## src/sv/bfd_pkg.sv

```systemverilog
`default_nettype none
// ----------------------------------------------------------------------------
// bfd_pkg
// Shared types, constants and tables of the first-digit conformity test.
// ----------------------------------------------------------------------------
package bfd_pkg;

  localparam int COUNT_BITS = 32;
  localparam logic [COUNT_BITS-1:0] COUNT_CAP = '1;

  localparam int Q_DEPTH = 8;
  localparam int Q_PTR_W = $clog2(Q_DEPTH);
  localparam int Q_CNT_W = Q_PTR_W + 1;

  // shared iterative units
  localparam int MUL_A_W = 104;
  localparam int MUL_B_W = 52;
  localparam int MUL_P_W = MUL_A_W + 14;
  localparam int DIV_N_W = 104;
  localparam int DIV_D_W = 64;

  localparam logic [39:0] CHI_MAX = '1;
  localparam logic [51:0] Z_SCALE = 52'd15625;

  // MAD = floor((sum + 72) / 144): drop four bits, then multiply by ceil(2^24/9)
  // and keep bits 24 and up; exact for a shifted sum below 2^21
  localparam logic [24:0] MAD_RND   = 25'd72;
  localparam logic [20:0] MAD_RECIP = 21'd1864136;

  localparam logic [1:0] CONF_CLOSE      = 2'd0;
  localparam logic [1:0] CONF_ACCEPTABLE = 2'd1;
  localparam logic [1:0] CONF_MARGINAL   = 2'd2;
  localparam logic [1:0] CONF_NONCONFORM = 2'd3;

  localparam logic [1:0] REG_CLOSE      = 2'd0;
  localparam logic [1:0] REG_ACCEPTABLE = 2'd1;
  localparam logic [1:0] REG_MARGINAL   = 2'd2;

  // Benford proportions, Q0.20
  localparam logic [19:0] P_Q20 [9] = '{
    20'd315653, 20'd184645, 20'd131008, 20'd101618, 20'd83028,
    20'd70199, 20'd60809, 20'd53637, 20'd47980
  };

  // z-test right side constant: p*(2^20-p)*103684
  localparam logic [54:0] Z_K [9] = '{
    55'(64'd315653 * 64'd732923 * 64'd103684),
    55'(64'd184645 * 64'd863931 * 64'd103684),
    55'(64'd131008 * 64'd917568 * 64'd103684),
    55'(64'd101618 * 64'd946958 * 64'd103684),
    55'(64'd83028 * 64'd965548 * 64'd103684),
    55'(64'd70199 * 64'd978377 * 64'd103684),
    55'(64'd60809 * 64'd987767 * 64'd103684),
    55'(64'd53637 * 64'd994939 * 64'd103684),
    55'(64'd47980 * 64'd1000596 * 64'd103684)
  };

  localparam logic [67:0] P10 [20] = '{
    68'd1, 68'd10, 68'd100, 68'd1000, 68'd10000, 68'd100000, 68'd1000000,
    68'd10000000, 68'd100000000, 68'd1000000000, 68'd10000000000,
    68'd100000000000, 68'd1000000000000, 68'd10000000000000,
    68'd100000000000000, 68'd1000000000000000, 68'd10000000000000000,
    68'd100000000000000000, 68'd1000000000000000000,
    68'd10000000000000000000
  };

  typedef struct packed {
    logic       kind;
    logic       keep;
    logic [3:0] idx;
  } q_item_t;

  typedef struct packed {
    logic               full;
    logic               empty;
    logic [Q_CNT_W-1:0] count;
  } q_stat_t;

  typedef struct packed {
    logic [15:0] close_lim;
    logic [15:0] accept_lim;
    logic [15:0] marg_lim;
  } limits_t;

endpackage
`default_nettype wire

```

## src/sv/bfd_fifo.sv

```systemverilog
`default_nettype none
// ----------------------------------------------------------------------------
// bfd_fifo
// Short queue between classifier and statistics engine.
// ----------------------------------------------------------------------------
module bfd_fifo import bfd_pkg::*; (
  input  wire logic    clk,
  input  wire logic    rst,
  input  wire logic    push,
  input  wire q_item_t din,
  input  wire logic    pop,
  output q_item_t      dout,
  output q_stat_t      stat
);

  q_item_t            mem [Q_DEPTH];
  logic [Q_PTR_W-1:0] wp, rp;
  logic [Q_CNT_W-1:0] count;

  always_ff @(posedge clk) begin
    if (rst) begin
      wp <= '0;
      rp <= '0;
      count <= '0;
    end else begin
      if (push) wp <= wp + 1'b1;
      if (pop) rp <= rp + 1'b1;
      count <= count + Q_CNT_W'(push) - Q_CNT_W'(pop);
    end
    if (push) mem[wp] <= din;
  end

  assign dout = mem[rp];
  assign stat.count = count;
  assign stat.empty = (count == '0);
  assign stat.full  = (count == Q_CNT_W'(Q_DEPTH));

endmodule
`default_nettype wire

```

## config.mk

```make
export PLATFORM = sky130hd
export DESIGN_NAME = bfd_fifo
export DESIGN_NICKNAME = d
export VERILOG_FILES = /design/src/sv/bfd_pkg.sv /design/src/sv/bfd_fifo.sv
export SDC_FILE = /design/constraint.sdc
export NUM_CORES = 1
export LEC_CHECK = 0
export ABC_AREA = 1
export BUFFER_PORTS_ARGS = -buffer_cell sky130_fd_sc_hd__buf_2
export CAP_MARGIN = 0
export CELL_PAD_IN_SITES_DETAIL_PLACEMENT = 0
export CELL_PAD_IN_SITES_GLOBAL_PLACEMENT = 1
export CORE_MARGIN = 2
export CORE_UTILIZATION = 40
export CTS_BUF_LIST = sky130_fd_sc_hd__clkbuf_16
export CTS_CLUSTER_DIAMETER = 80
export DETAILED_ROUTE_END_ITERATION = 10
export PLACE_DENSITY_LB_ADDON = 0.1
export SYNTH_ARGS = -nofsm -noshare
export SYNTH_HDL_FRONTEND = slang
export SYNTH_SLANG_ARGS = --single-unit
```

## constraint.sdc

```tcl
create_clock -name clk -period 2 [get_ports clk]
set_input_delay 0.3 -clock clk [delete_from_list [all_inputs] [get_ports clk]]
set_output_delay 0.3 -clock clk [all_outputs]
set_load 0.005 [all_outputs]
```

## Yosys cells after proc, flatten, opt, wreduce, memory -nomap -nowiden

Memory sizes are Yosys's and may differ from the RTL's. A register that Yosys moved wholly into a read port is not among the register bits.
Cells that the tools add are included.

- $mul: 0
- Reduce and logical (&&, ||, !) cells: 1
- Add/sub/neg operators: 4
- Multiplexer cells: 4
- Shifts and indexed selects: 0
- Magnitude comparators: 0
- Bitwise gates (word level): 0
- Div/mod/pow operators: 0
- Equal/unequal tests: 1

Operators by type and width:

| cell | number |
|---|---|
| 3-bit by 1-bit adder with 3-bit output (second input constant) | 2 |
| 3-bit 2-to-1 mux | 2 |
| 4-bit by 1-bit adder with 4-bit output | 1 |
| 4-bit == test (second input constant) | 1 |
| 4-bit zero test | 1 |
| 4-bit by 1-bit subtractor with 4-bit output | 1 |
| 1-bit 2-to-1 mux | 2 |

- Word-level logic and storage cells: 14
- Memory bits (writable): 48
- Output and inout port bits: 12
- Memory bits (read-only): 0
- Flip-flop bits (word level): 10
- Bits in latches: 0
- Memories: 1

Memory list:

| name | words | width | read ports | clocked after memory_dff | write ports | line | RTL |
|---|---|---|---|---|---|---|---|
| mem | 8 | 6 | 1 | 1 | 1 | bfd_fifo.sv:16 | `q_item_t mem [Q_DEPTH];` |

## Depth between registers and ports, before layout

- Depth in word-level cells: 3
- Depth in mapped cells: 9
- Depth with buffers taken out: 9

## Least setup slack after synthesis

OpenSTA, ideal clock, no wires.

- Path kind: register -> register
- Start: register count[0]
- End: register count[2]
- Period minus slack after synthesis: 1.547 ns
- Cell stages (with the launch flop): 9
- Setup time: 0.114 ns
- Arrival time: 1.433 ns
- Slack: 0.453 ns
- Cells stage by stage: dfxtp_1 > inv_1 > ha_1 > inv_1 > ha_1 > inv_1 > fa_1 > xor2_1 > nor2_1

- Longest elaborated chain between the ends: 2

Ends and longest elaborated chain:

| element | line | RTL |
|---|---|---|
| start: declaration | bfd_fifo.sv:18 | `logic [Q_CNT_W-1:0] count;` |
| start signal: assignment | bfd_fifo.sv:28 | `count <= count + Q_CNT_W'(push) - Q_CNT_W'(pop);` |
| 4-bit by 1-bit adder with 4-bit output | bfd_fifo.sv:28 |  |
| 4-bit by 1-bit subtractor with 4-bit output | bfd_fifo.sv:28 |  |

Every way passes these cells.
A chain may end at the register's enable or synchronous reset.

==> reports/metrics.cfg <==
[sta]
slew_headroom_pct=64.9
clock_skew_ns=0.00467
final.min_clock_period_ns=1.77
fmax_mhz=564
tightest_slew_ns=0.527
min_period_over_period_pct=88.7
setup_violations=0
tns_ns=0
rsz0062_at_grt=no
maxSlewViolCount=0
hold_viol=0
timing.final.ws_setup_ns=0.226

[grt]
antenna_found_initial=0
grt_max_degree=25
grt_pass1_wl_um=8490
grt_pass1_vias=1700
grt_use_total_pct=15.9
gr-total-overflow=0

[floorplan]
placementRows=30
die-width_um=86.8
core_area_um2=6720
die_area_um2=7530
die_h_um=86.8
ios=22
start_util_pct=40.8

[synth]
synth_seq_area_share_pct=62.1
synth_ff_type=edfxtp_1
synth_common_cells=nand2_1 (89), inv_1 (64), edfxtp_1 (48)
synth_edf_count=48
synth_cell_types=18
synth_warnings=0
yosys.area.top_type_share_pct=52.6
synth_cells=288
syn_nets=307
synth_area_per_cell_um2=9.52
synth_seq_cells=61
synth_area_um2=2740
yosys.area.top_type=edfxtp_1
synth_area_leaders=edfxtp_1 (53%), nand2_1 (12%), dfxtp_1 (9.5%)
postSynth.asyncResetShare_pct=0
yosys.cell_count.top_type=nand2_1

[outcome]
outcome=complete, no violations

[clocking]
numCtsBuffers=9
cts_tree=done
ctsResizeCount=0
cts_max_level=3
insertion_delay_ns=0.31
ctsRootBufferMaster=clkbuf_16
cts_sinks=61
cts_buffer_depth=2
hold_buffers=0
post_cts_buffers=0
path_clk_slew_ns=0.06

[critical_path]
cp-start-kind=register
r2r-end=count[2]
cp.arrival_ns=1.47
crit_path_end_kind=output pin
r2r-start=count[0]
reg2reg_depth=8
path_max_fanout=24
ff2ff_setup_slack_ns=0.40
crit_type=register to output pin
cp.required_ns=1.70

[final_layout]
final_area_um2=3310
stdcell_count=409
area_delta_synth_final_pct=20.8
num_antenna_cells=0
layout-drive-gt1-share_pct=15.2
nets=343

[route]
drt_wl_total_um=5350
via_count=1816
drtAntennaViolNets=0
dr.pass1.iters=5
drc=0
initialDrtViolationCount=67
viasPerCell=4.44
wl_per_cell_um=13.1

[power]
vdd_drop_max_mv=0.614
p_per_area_nw_per_um2=1120
leakagePower_nw=1.57
power_w=0.00369

[worst_hold_path]
hold_end=mem[6][0]
hold_path_depth=1
hold_class=input port to register
hp-start=din[0]

[placed_design]
dp_hpwl_um=3420
io_buffers=21
gp_congestion=0.724
dp.cells=393
dp_slack_ns=0.330
placed_area_um2=2970

[run]
maxCapViolCount=0

==> how the worst max path moves through the flow <==
stage	start	end	slack, ns	cells past startpoint
finish	register	dout[4]	0.23	7
global route	register	dout[4]	0.07	7
CTS	register	dout[3]	0.20	6
detailed placement	pop	count[2]	0.33	8
global placement	pop	count[2]	0.35	8
floorplan	count[0]	count[2]	0.45	8
==> logic make-up (layout without fill, tap and decap cells) <==
family          Yosys count  count (layout)  synth area share [%]
simple gates            135             135                  20.1
fa+ha+maj                 9               9                  4.38
buf+inv                  72             113                  11.1
flops                    61              61                  62.1
xor+xnor                  2               2                 0.639
compound gates            9               9                  1.64
==> worst max-delay path: stages (launching register included) <==
cell and delay (ns):
dfxtp_1 0.37, buf_4 0.30, nand2_1 0.09, nand3_1 0.09, nand2_1 0.06, nand2_1 0.06
nand2_1 0.06, buf_2 0.12
==> routing by layer <==
metal | wire length, µm | global-route usage [%]
met1 | 2470 | 20.0
met2 | 2580 | 26.2
met3 | 214 | 2.38
met4 | 91 | 8.95
met5 | 0 | 0
==> flip-flops by register name (all words and copies together), names as in the netlist, named ones only <==
signal and cells:
count 4, mem 48, rp 3, wp 3
==> cells in the final DEF, fill, tap and decap left out, drive strengths merged <==
cell       n
xor2       1
clkinv     2
nand2     89
bufinv     3
buf       32
a21oi      6
dfxtp     13
o21ai      3
edfxtp    48
nand3     26
xnor2      1
clkbuf     9
ha         8
or2        2
fa         1
inv       66
nor3b      2
nor2      16
clkinvlp   1
==> area by class of cell <==
| type | count | area (µm²) |
|---|---|---|
| Timing Repair Buffer | 32 | 188 |
| Clock buffer | 9 | 225 |
| Sequential cell | 61 | 1700 |
| Fill cell | 639 | 3410 |
| Clock inverter | 7 | 115 |
| Tap cell | 80 | 100 |
| Multi-Input combinational cell | 155 | 734 |
| Inverter | 65 | 246 |
==> metrics by stage <==
| step | util, % | hold WS, ns |
|---|---|---|
| 3_3_place_gp | 44.2 | 0.487 |
| 2_1_floorplan | - | 0.367 |
| 5_1_grt | 49.3 | 0.250 |
| 6_report | 49.3 | 0.252 |
| 4_1_cts | 49.3 | 0.235 |
| 3_5_place_dp | 44.2 | 0.494 |
==> power by group <==
| group | internal (W) | switching [W] | leakage [nW] | total [W] |
|---|---|---|---|---|
| clock | 0.00121 | 0.000515 | 0.167 | 0.00173 |
| sequential | 0.00143 | 0.0000430 | 0.543 | 0.00148 |
| combinational | 0.000208 | 0.000282 | 0.859 | 0.000491 |
Note: power is estimated with default switching activity, not from simulation.
