## src/sv/bfd_pkg.sv

```systemverilog
`default_nettype none
// ----------------------------------------------------------------------------
// bfd_pkg
// Shared types, constants and tables of the first-digit conformity test.
// ----------------------------------------------------------------------------
package bfd_pkg;

  localparam int COUNT_BITS = 32;
  localparam logic [COUNT_BITS-1:0] COUNT_CAP = '1;

  localparam int Q_DEPTH = 8;
  localparam int Q_PTR_W = $clog2(Q_DEPTH);
  localparam int Q_CNT_W = Q_PTR_W + 1;

  // shared iterative units
  localparam int MUL_A_W = 104;
  localparam int MUL_B_W = 52;
  localparam int MUL_P_W = MUL_A_W + 14;
  localparam int DIV_N_W = 104;
  localparam int DIV_D_W = 64;

  localparam logic [39:0] CHI_MAX = '1;
  localparam logic [51:0] Z_SCALE = 52'd15625;

  // MAD = floor((sum + 72) / 144): drop four bits, then multiply by ceil(2^24/9)
  // and keep bits 24 and up; exact for a shifted sum below 2^21
  localparam logic [24:0] MAD_RND   = 25'd72;
  localparam logic [20:0] MAD_RECIP = 21'd1864136;

  localparam logic [1:0] CONF_CLOSE      = 2'd0;
  localparam logic [1:0] CONF_ACCEPTABLE = 2'd1;
  localparam logic [1:0] CONF_MARGINAL   = 2'd2;
  localparam logic [1:0] CONF_NONCONFORM = 2'd3;

  localparam logic [1:0] REG_CLOSE      = 2'd0;
  localparam logic [1:0] REG_ACCEPTABLE = 2'd1;
  localparam logic [1:0] REG_MARGINAL   = 2'd2;

  // Benford proportions, Q0.20
  localparam logic [19:0] P_Q20 [9] = '{
    20'd315653, 20'd184645, 20'd131008, 20'd101618, 20'd83028,
    20'd70199, 20'd60809, 20'd53637, 20'd47980
  };

  // z-test right side constant: p*(2^20-p)*103684
  localparam logic [54:0] Z_K [9] = '{
    55'(64'd315653 * 64'd732923 * 64'd103684),
    55'(64'd184645 * 64'd863931 * 64'd103684),
    55'(64'd131008 * 64'd917568 * 64'd103684),
    55'(64'd101618 * 64'd946958 * 64'd103684),
    55'(64'd83028 * 64'd965548 * 64'd103684),
    55'(64'd70199 * 64'd978377 * 64'd103684),
    55'(64'd60809 * 64'd987767 * 64'd103684),
    55'(64'd53637 * 64'd994939 * 64'd103684),
    55'(64'd47980 * 64'd1000596 * 64'd103684)
  };

  localparam logic [67:0] P10 [20] = '{
    68'd1, 68'd10, 68'd100, 68'd1000, 68'd10000, 68'd100000, 68'd1000000,
    68'd10000000, 68'd100000000, 68'd1000000000, 68'd10000000000,
    68'd100000000000, 68'd1000000000000, 68'd10000000000000,
    68'd100000000000000, 68'd1000000000000000, 68'd10000000000000000,
    68'd100000000000000000, 68'd1000000000000000000,
    68'd10000000000000000000
  };

  typedef struct packed {
    logic       kind;
    logic       keep;
    logic [3:0] idx;
  } q_item_t;

  typedef struct packed {
    logic               full;
    logic               empty;
    logic [Q_CNT_W-1:0] count;
  } q_stat_t;

  typedef struct packed {
    logic [15:0] close_lim;
    logic [15:0] accept_lim;
    logic [15:0] marg_lim;
  } limits_t;

endpackage
`default_nettype wire

```

## src/sv/bfd_front.sv

```systemverilog
`default_nettype none
// ----------------------------------------------------------------------------
// bfd_front
// Two-stage classifier: magnitude, decade search, leading digit.
// ----------------------------------------------------------------------------
module bfd_front import bfd_pkg::*; (
  input  wire logic        clk,
  input  wire logic        rst,
  input  wire logic        take,
  input  wire logic        kind,
  input  wire logic [63:0] sample,
  input  wire logic        not_finite,
  output logic             busy1,
  output logic             busy2,
  output logic             push,
  output q_item_t          item
);

  logic        s1_v, s1_kind, s1_keep;
  logic [63:0] s1_mag;
  logic [4:0]  s1_k;
  logic [63:0] mag;
  logic [4:0]  k;
  logic [3:0]  idx;
  logic [67:0] pk;

  always_comb begin
    mag = sample[63] ? (64'd0 - sample) : sample;
    k = '0;
    for (int i = 1; i < 20; i++) begin
      if ({4'd0, mag} >= P10[i]) k = 5'(i);
    end
  end

  always_comb begin
    pk = P10[s1_k];
    idx = '0;
    for (int j = 2; j < 10; j++) begin
      if ({4'd0, s1_mag} >= pk * 68'(j)) idx = 4'(j - 1);
    end
  end

  always_ff @(posedge clk) begin
    if (rst) begin
      s1_v <= 1'b0;
      push <= 1'b0;
    end else begin
      s1_v <= take;
      push <= s1_v;
    end
    if (take) begin
      s1_kind <= kind;
      s1_keep <= !not_finite && (mag != 64'd0);
      s1_mag  <= mag;
      s1_k    <= k;
    end
    if (s1_v) begin
      item.kind <= s1_kind;
      item.keep <= s1_keep;
      item.idx  <= idx;
    end
  end

  assign busy1 = s1_v;
  assign busy2 = push;

endmodule
`default_nettype wire

```

## config.mk

```make
export PLATFORM = sky130hd
export DESIGN_NAME = bfd_front
export DESIGN_NICKNAME = d
export VERILOG_FILES = /design/src/sv/bfd_pkg.sv /design/src/sv/bfd_front.sv
export SDC_FILE = /design/constraint.sdc
export NUM_CORES = 1
export LEC_CHECK = 0
export ABC_AREA = 0
export BUFFER_PORTS_ARGS = -buffer_cell sky130_fd_sc_hd__buf_4
export CAP_MARGIN = 30
export CORE_ASPECT_RATIO = 0.9
export CORE_MARGIN = 3
export CORE_UTILIZATION = 60
export CTS_CLUSTER_SIZE = 24
export DETAILED_ROUTE_END_ITERATION = 16
export PLACE_DENSITY_LB_ADDON = 0.2
export SYNTH_ARGS = -nofsm -noshare
export SYNTH_HDL_FRONTEND = slang
export SYNTH_SLANG_ARGS = --single-unit
```

## constraint.sdc

```tcl
create_clock -name clk -period 7.3 [get_ports clk]
set_input_delay 0.365 -clock clk [delete_from_list [all_inputs] [get_ports clk]]
set_output_delay 0.365 -clock clk [all_outputs]
set_load 0.1 [all_outputs]
```

# After elaboration in Yosys (flattened, before gate mapping)
# Memories as Yosys holds them, arrays and structs flattened.
# Index checks and enable logic that the tools add are counted.
# totals
wordCells	80
rom_bits	2176
ff_bits	79
input_bits	69
out_inout_bits	9
memories	1
# mem_list
memory	words	width	rd	rd_ports_with_merged_regs	write_ports	line_no	source
(name not given)	32	68	1	0	0	bfd_front.sv:36	pk = P10[s1_k];
# op_classes
n_reduce_logical	5
mux	28
mul	5
addsub	1
bitwise	1
order_cmp	28
# ops
cell	n
greater-or-equal comparator 64 x 68 -> 1 bit	8
multiplier 68 x 3 -> 68 bit, second input constant	2
2-to-1 mux 68 bit	2
2-to-1 mux 5 bit	14
multiplier 68 x 2 -> 67 bit, second input constant	1
multiplier 68 x 2 -> 68 bit, second input constant	1
multiplier 68 x 4 -> 68 bit, second input constant	1
greater-or-equal comparator 64 x 10 -> 1 bit, second input constant	1
greater-or-equal comparator 64 x 14 -> 1 bit, second input constant	1
greater-or-equal comparator 64 x 17 -> 1 bit, second input constant	1
greater-or-equal comparator 64 x 20 -> 1 bit, second input constant	1
greater-or-equal comparator 64 x 24 -> 1 bit, second input constant	1
greater-or-equal comparator 64 x 27 -> 1 bit, second input constant	1
greater-or-equal comparator 64 x 30 -> 1 bit, second input constant	1
greater-or-equal comparator 64 x 34 -> 1 bit, second input constant	1
greater-or-equal comparator 64 x 37 -> 1 bit, second input constant	1
greater-or-equal comparator 64 x 4 -> 1 bit, second input constant	1
greater-or-equal comparator 64 x 40 -> 1 bit, second input constant	1
greater-or-equal comparator 64 x 44 -> 1 bit, second input constant	1
greater-or-equal comparator 64 x 47 -> 1 bit, second input constant	1
greater-or-equal comparator 64 x 50 -> 1 bit, second input constant	1
greater-or-equal comparator 64 x 54 -> 1 bit, second input constant	1
greater-or-equal comparator 64 x 57 -> 1 bit, second input constant	1
greater-or-equal comparator 64 x 60 -> 1 bit, second input constant	1
other kinds (14)	22

# Logic depth before layout (Yosys ltp)
# Gate-level depths: netlist (run 1).
# depth
word_depth	21
depth_mapped	36
ltp_nobuf	35

# Worst setup path after synthesis (run 1)
# No wires, ideal clock.
# synth_path
path_kind	register to register
start	register s1_k[1]
end	register item[2] in the netlist's numbering, data pin
setup_ps	264
synth_period_minus_slack_ps	7284
setup_slack_ps	16
stages_incl_launch_ff	31
n_path_buf	1
arrival_time_ps	7019
t_required_ps	7036
path_cell_list	edfxtp_1 > inv_1 > ha_1 > clkbuf_1 > o21ai_0 > a22oi_1 > o21ai_0 > inv_1 > fa_1 > inv_1 > ha_1 > a21o_1 > a21o_1 > a311oi_1 > o211ai_1 > and2_1 > a31o_2 > and3_1 > a211oi_1 > a31oi_1 > a311oi_1 > nor2_1 > xnor2_1 > ha_1 > a21o_1 > a21o_1 > a211oi_1 > o221ai_1 > a211oi_1 > and2_1 > a21oi_1
# synth_via
elab_chain_len	10
word_cells_on_any_way	19
classes_between	mul: 4; order compare: 6; mux: 7; bitwise: 1; memory: 1
# synth_lines
item	line_no	source
from (decl)	bfd_front.sv:21	logic [4:0] s1_k;
from (signal assigned)	bfd_front.sv:55	s1_k <= k;
inverter 5 -> 6 bit (implied by the code) *	bfd_front.sv:36	
memory (32 x 68 bit) *	n/a	
2-to-1 mux 68 bit (implied by the code) * (2 in series)	bfd_front.sv:36	
multiplier 68 x 3 -> 68 bit or greater-or-equal comparator 64 x 68 -> 1 bit (tied branches)	bfd_front.sv:39	if ({4'd0, s1_mag} >= pk * 68'(j)) idx = 4'(j - 1);
greater-or-equal comparator 64 x 68 -> 1 bit or 2-to-1 mux 4 bit (tied branches)	bfd_front.sv:39	
2-to-1 mux 4 bit (4 in series)	bfd_front.sv:39	
to (decl)	bfd_front.sv:16	output q_item_t item
# Mark *: on every way between the ends. The rest lies on a longest branch, timed or not. The select of a mux whose other input is x is not followed.
# A chain may end at the register's enable or synchronous reset.

# Final worst setup path (run 1)
# layout_path
start	register s1_k[0]
end	register item[2] in the netlist's numbering, data pin
# The elaborated chain is that of the path after synthesis.

==> results of run 1 <==
sequential cells by signal, summed over array words and instances (netlist names):
name     flops
busy1        1
s1_keep      1
busy2        1
s1_kind      1
item         6
s1_mag      64
s1_k         5
placed cells by master (no fill, tap or decap), drive strengths merged, types with 43 or more instances in the layout:
master / n
a211oi: 45
a21o: 262
a21oi: 327
a31oi: 43
buf: 437
edfxtp: 77
fa: 51
ha: 802
inv: 219
nand2: 236
nand2b: 78
nand3: 87
nand4: 140
nor2: 191
nor2b: 76
nor3: 70
nor4: 43
o21ai: 211
xnor2: 142
xor2: 131
cell families after synthesis:
kind of cell | after synthesis
xor gates and xnor gates | 274
DFF | 79
and+or+nand+nor | 1116
AOI/OAI and AO/OA | 1219
muxes | 5
adders and majority gates | 855
other | 1
buffers and inverters | 283
cell type report:
| cell class | instances | share of cell area (%) |
|---|---|---|
| multi-input combinational | 3470 | 78.5 |
| timing repair buffer | 437 | 9.41 |
| sequential | 79 | 6.52 |
| inverter | 223 | 2.37 |
| tap | 680 | 2.36 |
| clock buffer | 9 | 0.624 |
| clock inverter | 7 | 0.222 |
| antenna | 1 | 0.00694 |
stage by stage:
stage	total power, mW	cells	hold WS, ns	area (sq um)	TNS, ns
4_1_cts	5.35	4871	0.171	35000	0
5_1_grt	6.13	4905	0.180	36100	-0.279
3_3_place_gp	4.75	4848	0.408	34500	-0.941
6_report	5.64	4906	0.173	36100	0
2_1_floorplan	3.50	3832	0.400	30800	0
3_5_place_dp	4.81	4849	0.411	34500	-1.18
power groups by stage:
stage	Clock, mW	Sequential (mW)	Combinational, mW
after CTS	0.467	0.721	4.16
after detailed placement	0	0.728	4.09
after floorplan	0	0.674	2.82
after global placement	0	0.729	4.02
after global routing	0.485	0.732	4.91
final	0.464	0.735	4.44
layer usage:
metal  global-route usage [%]  up-vias  wire [um]
met3                     6.22      228      11100
li1                         -    15500          -
met1                     55.6    15300      48500
met5                        0        -         23
met2                     56.8     1569      44900
met4                     10.3        4       3280
repair_timing:
| action | CTS | global route |
|---|---|---|
| setup buffers | 6 | 34 |
| setup endpoints to repair | 4 | 4 |
| pin swaps | 17 | 81 |
| resized for setup | 48 | 177 |
path summary, 6_finish.rpt:
check                              from  slack [ns]  endpoint  cells past startpoint
worst max-delay path            s1_k[0]        0.20   item[2]                     34
worst min-delay path                rst        0.17     busy2                      2
worst max register to register  s1_k[0]        0.20   item[2]                     34
worst min register to register  s1_kind        0.43   item[5]                      0
==> impl_metrics.csv, run 1 <==
group,metric,value,unit
clocking,hold_buffers,0,
logic_synthesis,syn-num-nets,4754,
final_layout,regArea,2350,sq um
outcome,status,"complete, no violations",
place,post-place-ws,-0.377,ns
timing,hold_viol_final,0,
logic_synthesis,postSynth.asyncResetShare,0,%
pwr,power_leakage,17.7,nW
pwr,p_int,2.77,mW
critical_path,crit_type,"flip-flop to flip-flop",
logic_synthesis,synth.most_common_cell,"ha_1",
logic_synthesis,synthSimpleGateAreaFrac,19.0,%
pwr,combPwrFrac,78.7,%
critical_path,critPathMaxStageDelay,0.52,ns
global_routing,grt_pass1_vias,30000,
hold_path,worstHoldPathType,"input port to flip-flop",
logic_synthesis,yosys_warnings,0,
timing,min_period,7.10,ns
pwr,power_density,156,nW/um^2
timing,clock.fmax,141,MHz
floorplan,core,50600,sq um
clocking,clock_latency,0.35,ns
pwr,irDropWorstVdd,120,uV
timing,worst_slew_pin_slew,1.08,ns
floorplan,die_area,54100,sq um
detailed_routing,via_count,32500,
logic_synthesis,synth_compound_area_share,25.9,%
timing,relSlewSlack,26.3,%
critical_path,crit_arrival,7.19,ns
critical_path,cp_num_buf_inv,7,
logic_synthesis,synthDistinctLibCells,81,
logic_synthesis,synth_top_family_by_area,"adder cells",
pwr,seq_power_share,13.0,%
clocking,cts_num_sinks,79,
detailed_routing,drt_first_pass_iters,7,
critical_path,crit_path_start_kind,"flip-flop",
final_layout,syn_to_final_growth,17.1,%
critical_path,worst_ep_required_time,7.39,ns
final_layout,utilization,71.4,%
pwr,switching_share,50.8,%
logic_synthesis,avgSynthCellArea,8.04,sq um
timing,drv_slew,0,
detailed_routing,routed_wl,108,mm
logic_synthesis,synthCells,3832,
detailed_routing,drc,0,
final_layout,layout.nets,5142,
floorplan,io_pins,78,
clocking,cts_root_buf,"clkbuf_16",
timing,period_share,97.2,%
logic_synthesis,synth_edf_count,77,
place,dp_hpwl,88.9,mm
pwr,clkPwrFrac,8.2,%
logic_synthesis,synth_xor_area_share,7.83,%
place,place.gp.congestion,1.03,
global_routing,gr-total-overflow,0,
detailed_routing,ant_nets,0,
timing,setup_viol,0,
logic_synthesis,synth_area_leader_cell,"ha_1",
pwr,switchingPower,2.86,mW
logic_synthesis,post_synth_instance_area,30800,sq um
place,io_buffers,77,
floorplan,die_h,221,um
global_routing,antenna_found_initial,2,
logic_synthesis,synthAdderAreaFrac,35.9,%
logic_synthesis,ys_ff_latch,79,
clocking,cts_buffers,9,
logic_synthesis,ys_seq_area_share,7.63,%
detailed_routing,drt_iter0_drc,3292,
floorplan,rows,78,
clocking,clockBufferDepth,2,
final_layout,multi_input_area,28300,sq um
clocking,cts_tree,"yes",
global_routing,grt_pass1_wl,165,mm
critical_path,cp_max_fo,6,
timing,rsz0062_at_grt,"true",
global_routing,grt_max_degree,75,
logic_synthesis,synth_commonest_cells,"ha_1 (802), a21oi_1 (327), a21o_1 (262)",
floorplan,start_util,61.0,%
final_layout,drive_above_1_share,15.7,%
critical_path,cp_top_family,"compound AO/OA/AOI/OAI gates",
critical_path,end_kind,"flip-flop",
logic_synthesis,synth.area.top_cells,"ha_1 (33%), edfxtp_1 (7.5%), a21o_1 (6.4%)",
clocking,h-tree-depth,3,
timing,finClkSkew,0.00794,ns
detailed_routing,wire_per_inst,22.0,um
global_routing,track_usage,37.8,%
floorplan,die_w,245,um
logic_synthesis,synth_mux_area_share,0.162,%
job,maxCapViolations,0,
clocking,clk_pin_slew_worst_paths,0.07,ns
timing,worst_slack,0.204,ns
detailed_routing,via_per_inst,6.63,
logic_synthesis,synth_top_area_share,32.6,%
critical_path,slowest_stage,"fa_1",
logic_synthesis,ys.flop_type,"edfxtp_1",
final_layout,fillers,4237,
Note: power is estimated with default switching activity, not from simulation.
==> run 2, diff against run 1 <==
- REMOVE_ABC_BUFFERS: unset -> 1
==> impl_metrics.csv, run 2 (synthesis gave the netlist of run 1 again) <==
group,metric,value,unit
clocking,cts_root_buf,"clkbuf_16",
floorplan,die_h,221,um
pwr,switching_share,50.8,%
hold_path,worstHoldPathType,"input port to flip-flop",
timing,clock.fmax,140,MHz
detailed_routing,drt_first_pass_iters,8,
final_layout,stdcell_count,4838,
timing,min_period,7.13,ns
floorplan,die_area,54100,sq um
global_routing,grt_max_degree,75,
detailed_routing,drc,0,
critical_path,crit_type,"flip-flop to flip-flop",
timing,relSlewSlack,30.1,%
final_layout,regArea,2350,sq um
final_layout,multi_input_area,28200,sq um
final_layout,syn_to_final_growth,15.1,%
place,post-place-ws,-0.153,ns
clocking,clock_latency,0.36,ns
detailed_routing,drt_iter0_drc,3516,
timing,drv_slew,0,
pwr,power,5.55,mW
final_layout,top_regs,"s1_mag (64), item (6), s1_k (5)",
place,dp_hpwl,88.2,mm
floorplan,rows,78,
clocking,clk_pin_slew_worst_paths,0.07,ns
timing,fin_setup_tns,0,ns
global_routing,grt_pass1_vias,29300,
global_routing,grt_use_met1,54.7,%
final_layout,top_register,"s1_mag",
final_layout,fillers,4350,
clocking,cts_buffers,9,
pwr,power_leakage,17.2,nW
pwr,power_density,157,nW/um^2
critical_path,end_kind,"flip-flop",
final_layout,layout.cells.most_common,"ha_1",
clocking,cts_num_sinks,79,
detailed_routing,routed_wl,107,mm
critical_path,slowest_stage,"fa_1",
global_routing,use_met3,8.28,%
final_layout,utilization,70.1,%
timing,hold_viol_final,0,
place,place.gp.congestion,1.01,
pwr,clkPwrFrac,8.8,%
pwr,seq_power_share,13.4,%
floorplan,core,50600,sq um
clocking,cts_tree,"yes",
final_layout,largest_reg_flops,64,
outcome,status,"complete, no violations",
clocking,clockBufferDepth,2,
pwr,p_int,2.73,mW
timing,finClkSkew,0.0136,ns
critical_path,cp_common_cell,"buf_4",
place,dp_cells,4784,
final_layout,layout.nets,5075,
timing,worst_slack,0.170,ns
final_layout,layout_common_cells,"ha_1 (779), buf_4 (354), a21oi_1 (310)",
detailed_routing,ant_nets,0,
floorplan,start_util,61.0,%
clocking,hold_buffers,0,
place,io_buffers,77,
job,maxCapViolations,0,
final_layout,antennaDiodeCount,0,
floorplan,die_w,245,um
global_routing,track_usage,37.7,%
global_routing,grt_pass1_wl,164,mm
pwr,combPwrFrac,77.8,%
place,placed_area,34000,sq um
timing,period_share,97.7,%
final_layout,drive_above_1_share,13.7,%
final_layout,postLayoutCellArea,35500,sq um
timing,worst_slew_pin_slew,1.04,ns
floorplan,io_pins,78,
pwr,irDropWorstVdd,142,uV
detailed_routing,wire_per_inst,22.1,um
detailed_routing,via_count,32000,
global_routing,grt-busiest-layer,"met2",
pwr,switchingPower,2.82,mW
critical_path,crit_arrival,7.22,ns
detailed_routing,via_per_inst,6.62,
critical_path,critPathMaxStageDelay,0.47,ns
timing,hold_ws,0.163,ns
global_routing,grtUsageMet2,56.2,%
critical_path,worst_ep_required_time,7.39,ns
global_routing,antenna_found_initial,2,
clocking,h-tree-depth,3,
critical_path,crit_path_start_kind,"flip-flop",
timing,setup_viol,0,
global_routing,gr-total-overflow,0,
critical_path,cp_max_fo,5,
==> run 2: critical path: cells and delay by family (launching register included) <==
kind,cells,cell delay [ns]
compound gates,15,2.74
xor+xnor,1,0.16
fa+ha+maj,4,1.25
buf+inv,11,1.49
flops,1,0.42
simple gates,5,0.79
==> run 2: worst paths after layout <==
check                             start      end  slack [ns]  cells past startpoint
worst max-delay path            s1_k[0]  item[1]        0.17                     36
worst min register to register  s1_kind  item[5]        0.42                      0
worst min-delay path                rst    busy1        0.16                      2
worst max register to register  s1_k[0]  item[1]        0.17                     36
==> run 2: power by group through the flow <==
stage | Sequential (mW) | Combinational [mW] | Clock (mW)
after detailed placement | 0.738 | 4.03 | 0
after CTS | 0.730 | 4.08 | 0.491
after global placement | 0.739 | 3.96 | 0
after global routing | 0.742 | 4.80 | 0.512
final | 0.745 | 4.32 | 0.491
after floorplan | 0.680 | 2.81 | 0
==> run 2: final cells by class <==
cell class                 instances  share of cell area, %
inverter                         223                   2.41
multi-input combinational       3470                   79.5
clock buffer                      11                  0.656
sequential                        79                   6.63
clock inverter                     5                  0.233
timing repair buffer             370                   8.18
tap                              680                   2.40
==> run 2: timing repair <==
action                     CTS  global route
resized for setup           20           167
gates cloned                 0             0
pin swaps                    4            80
setup buffers                3            34
setup endpoints to repair    3             4
==> run 2: layer usage <==
layer / vias up / routed length (um)
met5: - / 14
met4: 2 / 3250
met3: 194 / 12000
met2: 1523 / 44400
met1: 15000 / 47400
li1: 15300 / -
